===== src/hdl/dma_stream_controller_core_macros.svh =====
// Assertion macros shared by the DMA stream controller RTL
`ifndef DMA_STREAM_CONTROLLER_CORE_MACROS_SVH
`define DMA_STREAM_CONTROLLER_CORE_MACROS_SVH

`ifndef SYNTHESIS
`define DSC_ASSERT(lbl, clk, rst_n, prop) \
    lbl: assert property (@(posedge clk) disable iff (!rst_n) prop) \
        else $error("dsc assertion failed");
`define DSC_ASSERT_NEXT(lbl, clk, rst_n, ante, cons) \
    lbl: assert property (@(posedge clk) disable iff (!rst_n) (ante) |=> (cons)) \
        else $error("dsc assertion failed");
`else
`define DSC_ASSERT(lbl, clk, rst_n, prop)
`define DSC_ASSERT_NEXT(lbl, clk, rst_n, ante, cons)
`endif

`endif


===== src/hdl/dsc_pkg.sv =====
// Types, register map constants and helper functions of the DMA stream controller
`timescale 1ns / 1ps
package dsc_pkg;

    localparam int NUM_STREAMS_DEF = 8;
    localparam int STREAMS_PER_REG = 4;

    typedef enum logic [1:0] {
        REQ_READ  = 2'd0,
        REQ_WRITE = 2'd1,
        REQ_BYTE  = 2'd2
    } dsc_kind_e;

    typedef enum logic [2:0] {
        REG_CR   = 3'd0,
        REG_NDTR = 3'd1,
        REG_PAR  = 3'd2,
        REG_M0AR = 3'd3,
        REG_M1AR = 3'd4,
        REG_FCR  = 3'd5
    } dsc_reg_e;

    localparam int NUM_STREAM_REGS = 6;

    localparam logic [9:0] OFF_LISR  = 10'h000;
    localparam logic [9:0] OFF_HISR  = 10'h004;
    localparam logic [9:0] OFF_LIFCR = 10'h008;
    localparam logic [9:0] OFF_HIFCR = 10'h00C;
    localparam int STREAM_BASE   = 16;
    localparam int STREAM_STRIDE = 24;

    // control register bits
    localparam int CR_EN    = 0;
    localparam int CR_DMEIE = 1;
    localparam int CR_TEIE  = 2;
    localparam int CR_HTIE  = 3;
    localparam int CR_TCIE  = 4;
    localparam int CR_DIR_LSB = 6;
    localparam int CR_CIRC  = 8;
    localparam int CR_PINC  = 9;
    localparam int CR_MINC  = 10;
    localparam int CR_DBM   = 18;
    localparam int CR_CT    = 19;

    localparam logic [1:0] DIR_P2M = 2'b00;
    localparam logic [1:0] DIR_M2P = 2'b01;

    // flag bits within a stream's 6-bit group
    localparam int FL_DMEIF = 2;
    localparam int FL_TEIF  = 3;
    localparam int FL_HTIF  = 4;
    localparam int FL_TCIF  = 5;
    localparam logic [5:0] FLAG_MASK = 6'h3F;

    localparam logic [31:0] FCR_RESET = 32'h0000_0021;

    typedef struct packed {
        logic [1:0]  kind;
        logic [31:0] wdata;
        logic [31:0] paddr;
        logic [7:0]  bval;
    } dsc_req_t;

    typedef struct packed {
        logic     is_lisr;
        logic     is_hisr;
        logic     is_lifcr;
        logic     is_hifcr;
        logic     stream_hit;
        dsc_reg_e reg_sel;
    } dsc_dec_t;

    typedef struct packed {
        logic [31:0] read_data;
        logic        byte_taken;
        logic        mem_write_valid;
        logic [31:0] mem_write_addr;
        logic [7:0]  mem_write_byte;
        logic        copy_valid;
        logic [31:0] copy_src;
        logic [31:0] copy_dst;
        logic [15:0] copy_count;
        logic        copy_src_inc;
        logic        copy_dst_inc;
    } dsc_result_t;

    // bit position of a stream's flag group inside LISR/HISR: 0, 6, 16, 22
    function automatic logic [4:0] dsc_flag_shift(input logic [1:0] grp);
        return {grp[1], 4'b0000} | (grp[0] ? 5'd6 : 5'd0);
    endfunction

    function automatic logic dsc_irq_up(input logic [5:0] fl, input logic [31:0] cr);
        return (cr[CR_TCIE] & fl[FL_TCIF]) | (cr[CR_HTIE] & fl[FL_HTIF]) |
               (cr[CR_TEIE] & fl[FL_TEIF]) | (cr[CR_DMEIE] & fl[FL_DMEIF]);
    endfunction

endpackage


===== src/hdl/dsc_decode.sv =====
// Bus offset decoder for the DMA stream controller register map
`timescale 1ns / 1ps
module dsc_decode
    import dsc_pkg::*;
#(
    parameter int NUM_STREAMS = NUM_STREAMS_DEF,
    localparam int IDX_W = $clog2(NUM_STREAMS)
) (
    input  logic [9:0]       offset,
    output dsc_dec_t         dec,
    output logic [IDX_W-1:0] idx
);

    always_comb begin
        dec            = '0;
        dec.reg_sel    = REG_CR;
        idx            = '0;
        dec.is_lisr    = (offset == OFF_LISR);
        dec.is_hisr    = (offset == OFF_HISR);
        dec.is_lifcr   = (offset == OFF_LIFCR);
        dec.is_hifcr   = (offset == OFF_HIFCR);
        // unaligned or out-of-range offsets match nothing
        for (int n = 0; n < NUM_STREAMS; n++) begin
            for (int r = 0; r < NUM_STREAM_REGS; r++) begin
                if (offset == 10'(STREAM_BASE + STREAM_STRIDE * n + 4 * r)) begin
                    dec.stream_hit = 1'b1;
                    dec.reg_sel    = dsc_reg_e'(3'(r));
                    idx            = IDX_W'(n);
                end
            end
        end
    end

endmodule


===== config.mk =====
export PLATFORM = sky130hd
export DESIGN_NAME = dsc_decode
export DESIGN_NICKNAME = d
export VERILOG_FILES = /design/src/hdl/dma_stream_controller_core_macros.svh /design/src/hdl/dsc_pkg.sv /design/src/hdl/dsc_decode.sv
export SDC_FILE = /design/constraint.sdc
export NUM_CORES = 1
export LEC_CHECK = 0
export BUFFER_PORTS_ARGS = -buffer_cell sky130_fd_sc_hd__buf_4
export CORE_AREA = 3 3 40 42
export DETAILED_ROUTE_END_ITERATION = 6
export DIE_AREA = 0 0 43 45
export SYNTH_ARGS = -nofsm -noshare
export SYNTH_HDL_FRONTEND = slang
export SYNTH_SLANG_ARGS = --single-unit

===== constraint.sdc =====
create_clock -name vclk -period 6.5
set_clock_uncertainty 0.2 [all_clocks]
set_input_delay 1.625 -clock vclk [all_inputs]
set_output_delay 1.625 -clock vclk [all_outputs]
set_load 0.02 [all_outputs]

==> results_dict.tcl <==
set metrics [dict create \
    status "complete, no violations" \
    synth_warnings 0 \
    synthTopCellsByCount "o21ai_0, a21oi_1, nor4_1" \
    finalNetCount 80 \
    p_leak_uw 0.0001922 \
    drtIter0Drc 5 \
    critPathTopFamily "simple AND/OR/NAND/NOR gates" \
    p_per_area_mw_per_mm2 47.70 \
    p_sw_frac 0.5751 \
    max_cap_violations 0 \
    grt_max_degree 17 \
    syn-num-nets 63 \
    synth_top_area_cell "nor4_1" \
    power.share.combinational 1.000 \
    cts_setup_buffers 0 \
    switching_power_uw 13.87 \
    seqPwrFrac 0 \
    antenna_cells 0 \
    seq_area_um2 0 \
    setup_viol 0 \
    design_area_um2 505.5 \
    rsz0062_at_grt "no" \
    peakVddDrop_v 0.00001373 \
    path_cells "buf_4 -> nor4_1 -> nand2_1 -> a2111oi_2 -> buf_4" \
    initial_core_util 0.2863 \
    drive_gt1_frac 0.3824 \
    hold_viol_final 0 \
    synth_area_um2 367.9 \
    die_x_um 43 \
    cts_hold_buffers 0 \
    io_pins 21 \
    place_area_um2 505.5 \
    grt_pass1_vias 383 \
    cts_resized 0 \
    tns_ns 0 \
    synthMostInstantiatedCell "o21ai_0" \
    antenna_left 0 \
    dieArea_mm2 0.001935 \
    synthTopCellsByArea "nor4_1, o21ai_0, a2111oi_4, a21oi_1, o32ai_2" \
    arrival_ns 2.96 \
    synth_top_area_share 0.08503 \
    io_buffers 21 \
    area_delta_synth_final_pct 37.41 \
    period_share 0.7355 \
    tightest_slew_ns 0.6683 \
    ys_seq_area_frac 0 \
    cp_max_fo 4 \
    end_kind "primary output" \
    max_freq_ghz 0.2092 \
    n_clock_buffer 0 \
    grt_usage 0.09867 \
    core_area_mm2 0.001285 \
    critPathSlowestCell "nor4_1" \
    slew_violations 0 \
    placed_cells 83 \
    min_path_type "primary input to primary output" \
    syn_avg_cell_area_um2 6.941 \
    wl_per_cell_um 11.81 \
    ys_types 31 \
    fillers 143 \
    cp_slowest_stage_delay_ns 0.60 \
    post-route-min-period_ns 4.781 \
    p_int_uw 10.25 \
    worstSetupStartpointType "primary input" \
    first_pass_iters 4 \
    relSlewSlack 0.5503 \
    final_util 0.3934 \
    die_h_um 45 \
    grt-ovfl-total 0 \
    clkPwrFrac 0 \
    crit_type "primary input to primary output" \
    drcViolationCount 0 \
    grt_antenna_before_repair 0 \
    cp.buffers_inverters 2 \
    grt_pass1_wl_mm 1.566 \
    vias 458 \
    routabilityCongestion 0.7483 \
    required_ns 4.68 \
    dp_hpwl_um 760.9 \
    routed_wl_um 980 \
    rows 13 \
    seq_cell_count 0 \
    viasPerCell 5.518 \
    cp_common_cell "buf_4" \
    syn_inst 53 \
    final_cells 83 \
]
[metrics by stage]
step | hold WS (ns) | power [uW] | setup slack, ns
after floorplan | 3.136 | 15.81 | 1.700
after global placement | 3.366 | 24.07 | 1.750
after detailed placement | 3.366 | 24.26 | 1.699
after CTS | 3.366 | 24.31 | 1.711
after global routing | 3.388 | 27.11 | 1.567
final | 3.360 | 24.11 | 1.719
[final timing paths]
kind                  startpoint  slack, ns  cells after the start     end
worst max-delay path   offset[9]       1.72                      5  dec[0]
worst min-delay path   offset[2]       3.36                      3  dec[5]
[area by class of cell]
cell class                 instances  area, um2  area share
timing repair buffer              21      157.7      0.3119
multi-input combinational         44      317.8      0.6287
tap                               15      18.77     0.03713
inverter                           3      11.26     0.02228
[layer usage]
| layer | vias up | routed length (um) | global-route usage |
|---|---|---|---|
| li1 | 235 | - | - |
| met1 | 211 | 441 | 0.1190 |
| met2 | 12 | 475 | 0.2036 |
| met3 | 0 | 62 | 0.003984 |
| met4 | 0 | 0 | 0 |
| met5 | - | 0 | 0 |
[cells by family after synthesis]
logic type	Yosys count	synth area share
XOR/XNOR	2	0.04763
AO/OA/AOI/OAI	21	0.4592
AND/OR/NAND/NOR	21	0.3572
buffers and inverters	9	0.1360
[layout by cell type (no fill, tap or decap), drive strengths merged, types with 2 or more instances in the layout]
| master | count |
|---|---|
| buf | 21 |
| o21ai | 6 |
| nor4 | 5 |
| a21oi | 5 |
| nand2 | 3 |
| inv | 3 |
| nor2 | 3 |
| o211ai | 2 |
| or4 | 2 |
| a2111oi | 2 |
[power groups by stage]
stage	Clock, uW	Combinational [uW]	Sequential (uW)
after floorplan	0	15.8	0
after global placement	0	24.1	0
after detailed placement	0	24.3	0
after CTS	0	24.3	0
after global routing	0	27.1	0
final	0	24.1	0
(Power assumes the default switching activity.)
